===== src/rtl/xml_pre_size_level_encoder_top_macros.svh =====
// assertion macros for the pre/size/level encoder
`ifndef XML_PRE_SIZE_LEVEL_ENCODER_TOP_MACROS_SVH
`define XML_PRE_SIZE_LEVEL_ENCODER_TOP_MACROS_SVH

`ifndef SYNTHESIS

`define XPSE_ASSERT_IMP(name, ante, cons, msg) \
    name: assert property (@(posedge aclk) disable iff (!aresetn) (ante) |-> (cons)) \
        else $error(msg);

`define XPSE_ASSERT_NEXT(name, ante, cons, msg) \
    name: assert property (@(posedge aclk) disable iff (!aresetn) (ante) |=> (cons)) \
        else $error(msg);

`else

`define XPSE_ASSERT_IMP(name, ante, cons, msg)

`define XPSE_ASSERT_NEXT(name, ante, cons, msg)

`endif

`endif


===== src/rtl/xpse_ram.sv =====
// generic single write, single read ram with registered read
`default_nettype none

module xpse_ram #(
    parameter int WIDTH = 8,
    parameter int DEPTH = 16
) (
    input  wire logic                     aclk,
    input  wire logic                     we,
    input  wire logic [$clog2(DEPTH)-1:0] waddr,
    input  wire logic [WIDTH-1:0]         wdata,
    input  wire logic [$clog2(DEPTH)-1:0] raddr,
    output logic      [WIDTH-1:0]         rdata
);

    logic [WIDTH-1:0] mem_reg [DEPTH];

    always_ff @(posedge aclk) begin
        if (we) begin
            mem_reg[waddr] <= wdata;
        end
        rdata <= mem_reg[raddr];
    end

endmodule

`default_nettype wire


===== config.mk =====
export PLATFORM = sky130hd
export DESIGN_NAME = xpse_ram
export DESIGN_NICKNAME = d
export VERILOG_FILES = /design/src/rtl/xml_pre_size_level_encoder_top_macros.svh /design/src/rtl/xpse_ram.sv
export SDC_FILE = /design/constraint.sdc
export NUM_CORES = 1
export LEC_CHECK = 0
export CORE_MARGIN = 2
export CORE_UTILIZATION = 58
export CTS_BUF_LIST = sky130_fd_sc_hd__clkbuf_4
export CTS_CLUSTER_DIAMETER = 60
export DETAILED_ROUTE_END_ITERATION = 10
export DONT_BUFFER_PORTS = 1
export GPL_TIMING_DRIVEN = 0
export PLACE_DENSITY = 0.74
export SLEW_MARGIN = 5
export SYNTH_ARGS = -nofsm -noshare
export SYNTH_HDL_FRONTEND = slang
export SYNTH_SLANG_ARGS = --single-unit

===== constraint.sdc =====
create_clock -name aclk -period 2.5 [get_ports aclk]
set_input_delay 0 -clock aclk [delete_from_list [all_inputs] [get_ports aclk]]
set_output_delay 0 -clock aclk [all_outputs]
set_load 0.02 [all_outputs]

==> impl_results.md, run 1 <==
* Met3 WL post-DR at 835 µm
* Hold Crit Class: in2reg
* CTS tree: done
* WP data arrival at 2.24 ns
* DIE AREA at roughly 9600 µm²
* CTS root buffer: clkbuf_4
* Fill count at 582
* CTS buffer count at 17
* Req. time, crit path at roughly 2.7 ns
* Status: complete, no violations
* Pwr Density at 722.7 nW/µm²
* Horiz. Die Dim at 98.21 µm
* Largest net degree at the start of global routing at 17
* Starting Density at 59.31%
* Flops & latches, synth at 136
* Min Hold Slack at roughly 0.034 ns
* Cell area after layout at 5724 µm²
* VDD IR max at ~0.39 mV
* CP endpoint kind: register
* DRC viols at 0
* First-pass GRT wire length at 14,260 µm
* CP Max Fanout at 8
* Via-to-Cell Ratio at 6.238
* Final TNS setup at 0 ns
* Total number of vias at 2,414
* Distinct cells, synth at 19
* Cell area after synthesis at 5147 µm²
* WS Path Type: in2reg
* Post-Synth Adder-Cell Area at 0%
* Hold Crit Depth at 2
* Detail Route Antenna Nets at 0
* Final GP Congestion at 0.7369
* Max reg flops at 128
* Worst R2R Start: mem_reg[5][0]
* Hold path start: waddr[2]
* Worst Tran Pin Value at between 1 and 1.5 ns
* Metal2 WL at 4469 µm
* Syn Area/Cell at 22.48 µm²
* # Max-Cap Violations at 0
* Syn nets at 247
* Simple-gate share of the synthesized area at 3.184%
* RSZ-0062 raised after global routing: false
* Hold Path Sink: mem_reg[15][5]
* R2r setup slk at around 1.1 ns
* Initial DRC count at 299
* YS warnings at 0
* Cells after synthesis at between 200 and 250
* Main combinational cell family by area after synthesis: multiplexers
* Worst R2R Path Depth at 3
* Layout Utilization at 65.96%
* Detailed placer's ending HPWL at 5767 µm
* Peak Freq at 477.4 MHz
* Drt first pass iters at 5
* Total grt overflow at 0
* Leakage at 0.001844 µW
* P&R area growth vs syn at 11.21%
* Synth Area in XOR/XNOR at 0%
* Final clock skew at 0.01526 ns
* Multiplexer share of the synthesized area at 15.02%
* CORE AREA at 8678 µm²
* Storage cell area at 4004 µm²
* Crit path launch type: input port
* DIE HEIGHT at 98.21 µm
* Final min period at 2.095 ns
* Final setup vio count at 0
* Worst reg2reg path endpoint: rdata[0]
* Final hold vios at 0
* Reg clk slew, reported paths at roughly 0.11 ns
* Tot GR Track Use at about a fifth
* Multi-input gate area at 1062 µm²
* Port Buf Inserts at 0
* DRT Wirelength at about 9400 µm
* Post-synthesis sequential area ratio at between 70% and 80%
* Rows at 34
* Max-slew violations at 0
* WL met1 at 3882 µm
* Fraction of the mapped netlist area in compound gates at ~2.3%
* Clk_lat worst skew at ~0.52 ns
* Nets at 283
* Rel. slew slack at between 10% and 20%
* I/O Pins at 26
* Via count of the first global-routing pass at 2,362
* Wirelength per Cell at ~24 µm
* Layout cells sized above 1 at 21.22%
* Final Cycle Share at 83.78%
* Cts repair resizes at 0
* Placed cell area at between 5000 and 6000 µm²
* Initial antenna violation count at 1
* # clock sinks at 136
* CP startpoint: waddr[3]
* Max Used Layer: met4
* H-Tree Depth at 4
* CTS max path bufs at 2
## worst max-delay path: stages
cell and delay, ns:
dlygate4sd3_1 0.52, or3b_2 0.51, dlygate4sd3_1 0.63, nor3_2 0.58
## area by class of cell
| class | count | area share (%) |
|---|---|---|
| multi-input cells | 83 | 18.56 |
| plain buffers | 10 | 1.508 |
| diodes | 1 | 0.04372 |
| well taps | 108 | 2.361 |
| clock inverters | 15 | 2.383 |
| flip-flops and latches | 136 | 69.95 |
| repair buffers | 17 | 2.973 |
| clock buffers | 17 | 2.230 |
## routing by layer
metal / track usage, % / vias up
li1: - / 1052
met1: 30.91 / 1213
met2: 30.35 / 132
met3: 7.445 / 17
met4: 8.325 / 0
met5: 0 / -
## where the power goes
group / switching, µW / internal (µW) / total, µW
sequential: 33.1 / 2550 / 2580
clock: 761 / 573 / 1330
combinational: 125 / 99.3 / 224
total: 919 / 3220 / 4140
## cells in the final DEF, fill, tap and decap left out
master and count:
buf_6 3, clkinv_1 3, mux4_1 14, and2_1 1, nor3_1 3, bufinv_16 2
nand2_1 9, nand3b_1 2, buf_4 1, mux4_2 18, clkbuf_4 17, nor2b_1 1
and2b_1 1, edfxtp_1 128, a22oi_1 16, nand2b_1 2, or3b_2 1, nor3_2 1
nor2_1 13, diode_2 1, dlygate4sd3_1 17, clkinvlp_4 6, nand3_1 1, clkinv_2 4
clkdlybuf4s25_2 3, buf_2 3, dfxtp_1 8
## cells by family (layout without fill, tap and decap cells)
group	Yosys count	in the layout
other	0	1
AOI/OAI and AO/OA	16	16
DFF	136	136
buffers and inverters	10	59
and+or+nand+nor	35	35
muxes	32	32
## what timing repair did
action / CTS / global route
hold buffers: 15 / 2
endpoints found under the setup margin: 0 / 0
buffers inserted: 0 / 0
endpoints found under the hold margin: 176 / 8
## through the flow
step / power (µW) / setup slack, ns / instances
after floorplan: 2756 / 1.007 / 229
after global placement: 2799 / 0.5914 / 337
after detailed placement: 2804 / 0.5219 / 337
after CTS: 4146 / 0.9536 / 384
after global routing: 4275 / 0.3290 / 387
final: 4137 / 0.4055 / 387
## worst max path at each step
| stage | cells past startpoint | slack, ns | end |
|---|---|---|---|
| global route | 4 | 0.33 | mem_reg[0][1] |
| global placement | 2 | 0.59 | mem_reg[0][4] |
| floorplan | 2 | 1.01 | mem_reg[0][0] |
| finish | 4 | 0.41 | mem_reg[0][0] |
| detailed placement | 2 | 0.52 | mem_reg[0][4] |
| CTS | 2 | 0.95 | mem_reg[0][0] |
## synth_stat cells, drive strengths merged
cell type,n,area share [%]
nand2,9,0.66
nor3,4,0.39
a22oi,16,2.3
nor2,13,0.95
nand3,1,0.097
clkdlybuf4s25,3,0.58
buf,7,1.1
nand2b,2,0.24
and2b,1,0.15
dfxtp,8,3.1
mux4,32,15
or3b,1,0.17
nor2b,1,0.12
nand3b,2,0.29
and2,1,0.12
edfxtp,128,75
Note: power is estimated with default switching activity, not from simulation.
==> run 2, diff against run 1 <==
==> constraint.sdc (replaced) <==
create_clock -name aclk -period 2 [get_ports aclk]
set_input_delay 0 -clock aclk [delete_from_list [all_inputs] [get_ports aclk]]
set_output_delay 0 -clock aclk [all_outputs]
set_load 0.02 [all_outputs]
==> run 2 against run 1 <==
Cell area is 0.17% lower. Clock-buffer cell count stayed put. Combinational power is 25% higher. Clock skew is 0.0022 ns higher. Register-to-register slack worse by 0.50 ns. Total power is 25% higher. Global-route usage is 0.079 points lower. Hold slack worse by 0.0045 ns. Wire length is 0.73% lower. Core utilization is 0.12 points lower. First-iteration DRC count is 7.0% higher. Highest routed layer unchanged.
==> impl_results.md, run 2 (same netlist as run 1, synthesis figures left out) <==
* Min Hold Slack at 0.02938 ns (-0.004469 ns)
* # Max-Cap Violations at 0 (unchanged)
* Power share of the clock group at 32.2% (about the same)
* Clk_lat worst skew at 0.51 ns (about the same)
* CORE AREA at 8678 µm² (unchanged)
* Total number of vias at 2,407 (-0.29%)
* VDD IR max at 0.4893 mV (+25%)
* Max-slew violations at 0 (unchanged)
* Final hold vios at 0 (unchanged)
* CP endpoint kind: register
* I/O Pins at 26 (unchanged)
* Sw Ratio at 22.15% (-0.065 points)
* Final TNS setup at 0 ns (unchanged)
* DP Cell Count at 337 (unchanged)
* Via-to-Cell Ratio at 6.236 (about the same)
* Crit path launch type: input port
* Drt first pass iters at 5 (unchanged)
* Leakage at 0.001839 µW (-0.25%)
* Detail Route Antenna Nets at 0 (unchanged)
* Port Buf Inserts at 0 (unchanged)
* Initial antenna violation count at 1 (unchanged)
* CP Max Fanout at 8 (unchanged)
* Non-Filler Instances at 386 (-0.26%)
* Detailed placer's ending HPWL at 5767 µm (unchanged)
* Logic pwr share at 5.4% (about the same)
* Final clock skew at 0.01745 ns (+0.002194 ns)
* DIE HEIGHT at 98.21 µm (unchanged)
* Reg power frac at 62.4% (about the same)
* Worst Tran Pin Value at 1.251 ns (+0.005816 ns)
* Peak Freq at 618.6 MHz
* Tot GR Track Use at 21.19% (-0.079 points)
* DIE AREA at 9644 µm² (unchanged)
* WP data arrival at 1.76 ns (-0.48 ns)
* Req. time, crit path at 2.14 ns (-0.51 ns)
* Pwr Density at 904.2 nW/µm² (+25%)
* CTS buffer count at 17 (unchanged)
* Fill count at 585 (+0.52%)
* Int Power at 4022 µW (+25%)
* Status: complete, no violations
* Horiz. Die Dim at 98.21 µm (unchanged)
* Total grt overflow at 0 (unchanged)
* Final Cycle Share at 80.82%
* Starting Density at 59.31% (unchanged)
* Reg clk slew, reported paths at 0.11 ns (about the same)
* Multi-input gate area at 1062 µm² (unchanged)
* Pwr Total at 5167 µW (+25%)
* Rows at 34 (unchanged)
* Most frequent cells in the layout: edfxtp_1 (128), mux4_2 (18), clkbuf_4 (17)
* Final GP Congestion at 0.7369 (unchanged)
* Storage cell area at 4004 µm² (unchanged)
* Largest net degree at the start of global routing at 17 (unchanged)
* Final setup vio count at 0 (unchanged)
* Hold Crit Class: in2reg
* CTS root buffer: clkbuf_4
* Max reg flops at 128 (unchanged)
* Initial DRC count at 320 (+7.0%)
* WS Path Type: in2reg
* Rel. slew slack at 15.94% (-0.39 points)
* Layout cells sized above 1 at 21.30% (+0.077 points)
* Nets at 282 (-0.35%)
* H-Tree Depth at 4 (unchanged)
* DRT Wirelength at 9339 µm (-0.73%)
* DRC viols at 0 (unchanged)
* Cts repair resizes at 0 (unchanged)
* P&R area growth vs syn at 11.01%
* CTS tree: done
* Wirelength per Cell at 24.19 µm (-0.48%)
* Switch Pwr at 1145 µW (+25%)
* Commonest non-fill, non-tap cell in the layout: edfxtp_1
* First-pass GRT wire length at 14,190 µm (-0.48%)
* RSZ-0062 raised after global routing: false
* # clock sinks at 136 (unchanged)
* Via count of the first global-routing pass at 2,352 (-0.42%)
* CTS max path bufs at 2 (unchanged)
* Final min period at 1.616 ns
## run 2: final cells by class
cell class | instances | area share [%]
multi-input combinational | 83 | 18.59
clock buffer | 17 | 2.233
timing repair buffer | 16 | 2.803
clock inverter | 15 | 2.387
antenna | 1 | 0.04379
tap | 108 | 2.365
buffer | 10 | 1.511
sequential | 136 | 70.07
## run 2: final timing paths
check / start / endpoint / slack [ns] / cells past startpoint
max: waddr[2] / mem_reg[3][7] / 0.38 / 3
min: waddr[2] / mem_reg[4][0] / 0.03 / 2
max reg2reg: mem_reg[2][0] / rdata[0] / 0.57 / 3
min reg2reg: mem_reg[10][7] / rdata[7] / 0.69 / 3
## run 2: what timing repair did
| item | 4_1_cts | 5_1_grt |
|---|---|---|
| buffers inserted | 0 | 0 |
| hold buffers | 14 | 2 |
| endpoints found under the hold margin | 176 | 8 |
## run 2: critical path, cell delays in order
cell	delay [ns]
dlygate4sd3_1	0.53
or3b_2	0.55
nor2_1	0.68
## run 2: through the flow
stage | cell area, µm² | setup WS [ns] | utilization, %
final | 5714 | 0.3835 | 65.84
after global routing | 5714 | 0.3920 | 65.84
after CTS | 5687 | 0.4442 | 65.53
after detailed placement | 5283 | 0.02189 | 60.87
after global placement | 5283 | 0.09139 | 60.87
after floorplan | 5147 | 0.5071 | -
## run 2: power by group through the flow
stage / logic [µW] / clock network, µW / registers, µW
finish: 280 / 1660 / 3220
global route: 305 / 1810 / 3230
global placement: 213 / 0 / 3290
detailed placement: 215 / 0 / 3290
floorplan: 162 / 0 / 3280
CTS: 278 / 1680 / 3220
## run 2: routing by layer
| metal | part of all wire [%] | track usage (%) | vias up | wire length, µm |
|---|---|---|---|---|
| li1 | - | - | 1054 | - |
| met1 | 41 | 30.80 | 1216 | 3809 |
| met2 | 48 | 30.24 | 119 | 4437 |
| met3 | 9.5 | 7.373 | 18 | 884 |
| met4 | 2.2 | 8.325 | 0 | 207 |
| met5 | 0 | 0 | - | 0 |
==> run 3, diff against run 2 <==
--- a/config.mk
+++ b/config.mk
@@ -12,7 +12,7 @@
 export DETAILED_ROUTE_END_ITERATION = 10
 export DONT_BUFFER_PORTS = 1
 export GPL_TIMING_DRIVEN = 0
-export PLACE_DENSITY = 0.74
+export PLACE_DENSITY = 0.76
 export SLEW_MARGIN = 5
 export SYNTH_ARGS = -nofsm -noshare
 export SYNTH_HDL_FRONTEND = slang
==> constraint.sdc (replaced) <==
create_clock -name aclk -period 1.36 [get_ports aclk]
set_input_delay 0 -clock aclk [delete_from_list [all_inputs] [get_ports aclk]]
set_output_delay 0 -clock aclk [all_outputs]
set_load 0.02 [all_outputs]
==> run 3 against run 2 <==
Non-clock buffer count decreased by 5. Critical path type is now reg2reg. Via count decreased by 0.96%. Clock power increased by 25%. Clock-buffer cell count increased by 7. Clock skew increased by 0.0048 ns. First-iteration DRC count decreased by 18%. Largest cell class unchanged. The run now ends with hold timing left.
==> impl_results.md, run 3 (same netlist as run 1, synthesis figures left out) <==
* Port Buf Inserts at 0 (unchanged)
* Reg clk slew, reported paths at 0.11 ns (about the same)
* Initial antenna violation count at 1 (unchanged)
* CTS Hold Buffers Added at 11 (-3)
* First-pass GRT wire length at 13,640 µm (-3.8%)
* Via count of the first global-routing pass at 2,344 (-0.34%)
* Max-slew violations at 0 (unchanged)
* # clock sinks at 136 (unchanged)
* Final GP Congestion at 0.7058 (-4.2%)
* Crit path launch type: register
* H-Tree Depth at 4 (unchanged)
* Placed cell area at 5288 µm² (about the same)
* Drt first pass iters at 5 (unchanged)
* Worst R2R Start: mem_reg[3][7]
* Hold Path Sink: mem_reg[0][2]
* P&R area growth vs syn at 9.553%
* Detail Route Antenna Nets at 0 (unchanged)
* Rows at 34 (unchanged)
* Final setup vio count at 0 (unchanged)
* Final min period at about 1.3 ns
* CORE AREA at 8678 µm² (unchanged)
* Total number of vias at 2,384 (-0.96%)
* Final Cycle Share at between 90% and 100%
* Peak Freq at 750.8 MHz
* Rel. slew slack at 19.76% (+3.8 points)
* CTS buffer count at 17 (unchanged)
* Tot GR Track Use at 20.10% (-1.1 points)
* Via-to-Cell Ratio at 6.257 (+0.34%)
* Req. time, crit path at 1.75 ns (-0.39 ns)
* CTS tree: done
* Largest net degree at the start of global routing at 17 (unchanged)
* Hold path start: waddr[1]
* Worst R2R Path Depth at 3 (unchanged)
* CTS root buffer: clkbuf_4
* DRC viols at 0 (unchanged)
* Status: finished, violations left
* # Max-Cap Violations at 0 (unchanged)
* VDD IR max at 0.6141 mV (+25%)
* Failing checks: hold timing
* Final hold vios at 32 (+32)
* Final clock skew at 0.02229 ns (+0.004845 ns)
* RSZ-0062 raised after global routing: false
* Min Hold Slack at -0.2300 ns (-0.2594 ns)
* Non-Filler Instances at 381 (-1.3%)
* Detailed placer's ending HPWL at 5779 µm (+0.20%)
* Starting Density at 59.31% (unchanged)
* Worst Tran Pin Value at 1.194 ns (-0.05679 ns)
* GRT busiest layer: met2
* CP Max Fanout at 1 (-7)
* Most frequent cells in the layout: edfxtp_1 (128), clkbuf_4 (24), mux4_2 (20)
* Initial DRC count at 263 (-18%)
* Cell area after layout at 5639 µm² (-1.3%)
* Horiz. Die Dim at 98.21 µm (unchanged)
* Hold Crit Class: in2reg
* Final WS setup at 0.02805 ns (-0.3555 ns)
* Worst reg2reg path endpoint: rdata[7]
* DP Cell Count at 337 (unchanged)
* Hold Crit Depth at 1 (-1)
* Place WS at -0.2707 ns (-0.2926 ns)
* M1 GR Usage at 28.47% (-2.3 points)
* R2r setup slk at 0.03 ns (-0.54 ns)
* Clk_lat worst skew at 0.50 ns (about the same)
* DIE AREA at 9644 µm² (unchanged)
* Layout cells sized above 1 at 23.90% (+2.6 points)
* I/O Pins at 26 (unchanged)
* DIE HEIGHT at 98.21 µm (unchanged)
* Commonest non-fill, non-tap cell in the layout: edfxtp_1
* Total grt overflow at 0 (unchanged)
* CP endpoint kind: register
* WS Path Type: reg2reg
* CTS max path bufs at 2 (unchanged)
* Nets at 277 (-1.8%)
* GR Util met2 at 30.03% (-0.21 points)
* DRT Wirelength at 9142 µm (-2.1%)
* Met3 GRT Util at 5.870% (-1.5 points)
* Wirelength per Cell at 23.99 µm (-0.82%)
* WP data arrival at 1.72 ns (-0.04 ns)
* Pwr Density at 1281 nW/µm² (+42%)
* Leakage at 0.001809 µW (-1.6%)
* Max reg flops at 128 (unchanged)
run 3: cell count changes in the layout (fill, tap and decap cells not counted):
cell           previous run  this run
clkinvlp_4                6         1
clkinv_2                  4         2
clkbuf_4                 17        24
clkinv_1                  3         5
mux4_1                   14        12
dlygate4sd3_1            16        11
bufinv_16                 2         0
mux4_2                   18        20
a22oi_2                   0         6
a22oi_1                  16        10
run 3: worst max-delay path by stage:
stage | to | cells past startpoint | slack [ns] | from
detailed placement | mem_reg[8][3] | 2 | -0.27 | waddr[2]
finish | rdata[7] | 3 | 0.03 | mem_reg[3][7]
global placement | mem_reg[8][3] | 2 | -0.26 | waddr[2]
global route | rdata[5] | 3 | 0.01 | mem_reg[7][5]
floorplan | mem_reg[3][0] | 2 | 0.09 | waddr[2]
CTS | rdata[3] | 3 | 0.007 | mem_reg[4][3]
run 3: per-layer routing:
| layer | up-vias | part of all wire, % |
|---|---|---|
| li1 | 1039 | - |
| met1 | 1240 | 43 |
| met2 | 89 | 48 |
| met3 | 16 | 6.7 |
| met4 | 0 | 1.6 |
| met5 | - | 0 |
run 3: worst max-delay path, cell delays in order, from the launching register on:
cell      delay [ns]
edfxtp_1        0.40
mux4_2          0.50
a22oi_2         0.26
nand2_1         0.08
run 3: timing repair:
item	in CTS	in global routing
gates resized for setup	5	3
endpoints found under the hold margin	167	32
endpoints found under the setup margin	5	3
pin swaps	0	2
setup buffers	0	0
run 3: cell type report:
cell class,count,area [µm²]
clock inverter,8,36.28
antenna,1,2.502
buffer,10,86.33
clock buffer,24,180.2
timing repair buffer,11,110.1
sequential,136,4004
tap,108,135.1
fill,608,3039
multi-input combinational,83,1085
run 3: power breakdown:
group	switching (µW)	leakage (µW)	internal, µW
combinational	227	0.000459	179
sequential	61.9	0.00122	4680
clock	1240	0.000126	831
total	1530	0.00181	5690
run 3: per-stage QoR:
stage / power [µW] / utilization [%] / setup TNS, ns
after global routing: 7477 / 64.95 / 0
after floorplan: 5066 / - / 0
after detailed placement: 5154 / 60.93 / -9.964
after global placement: 5143 / 60.93 / -10.14
after CTS: 7277 / 64.98 / 0
final: 7221 / 64.98 / 0
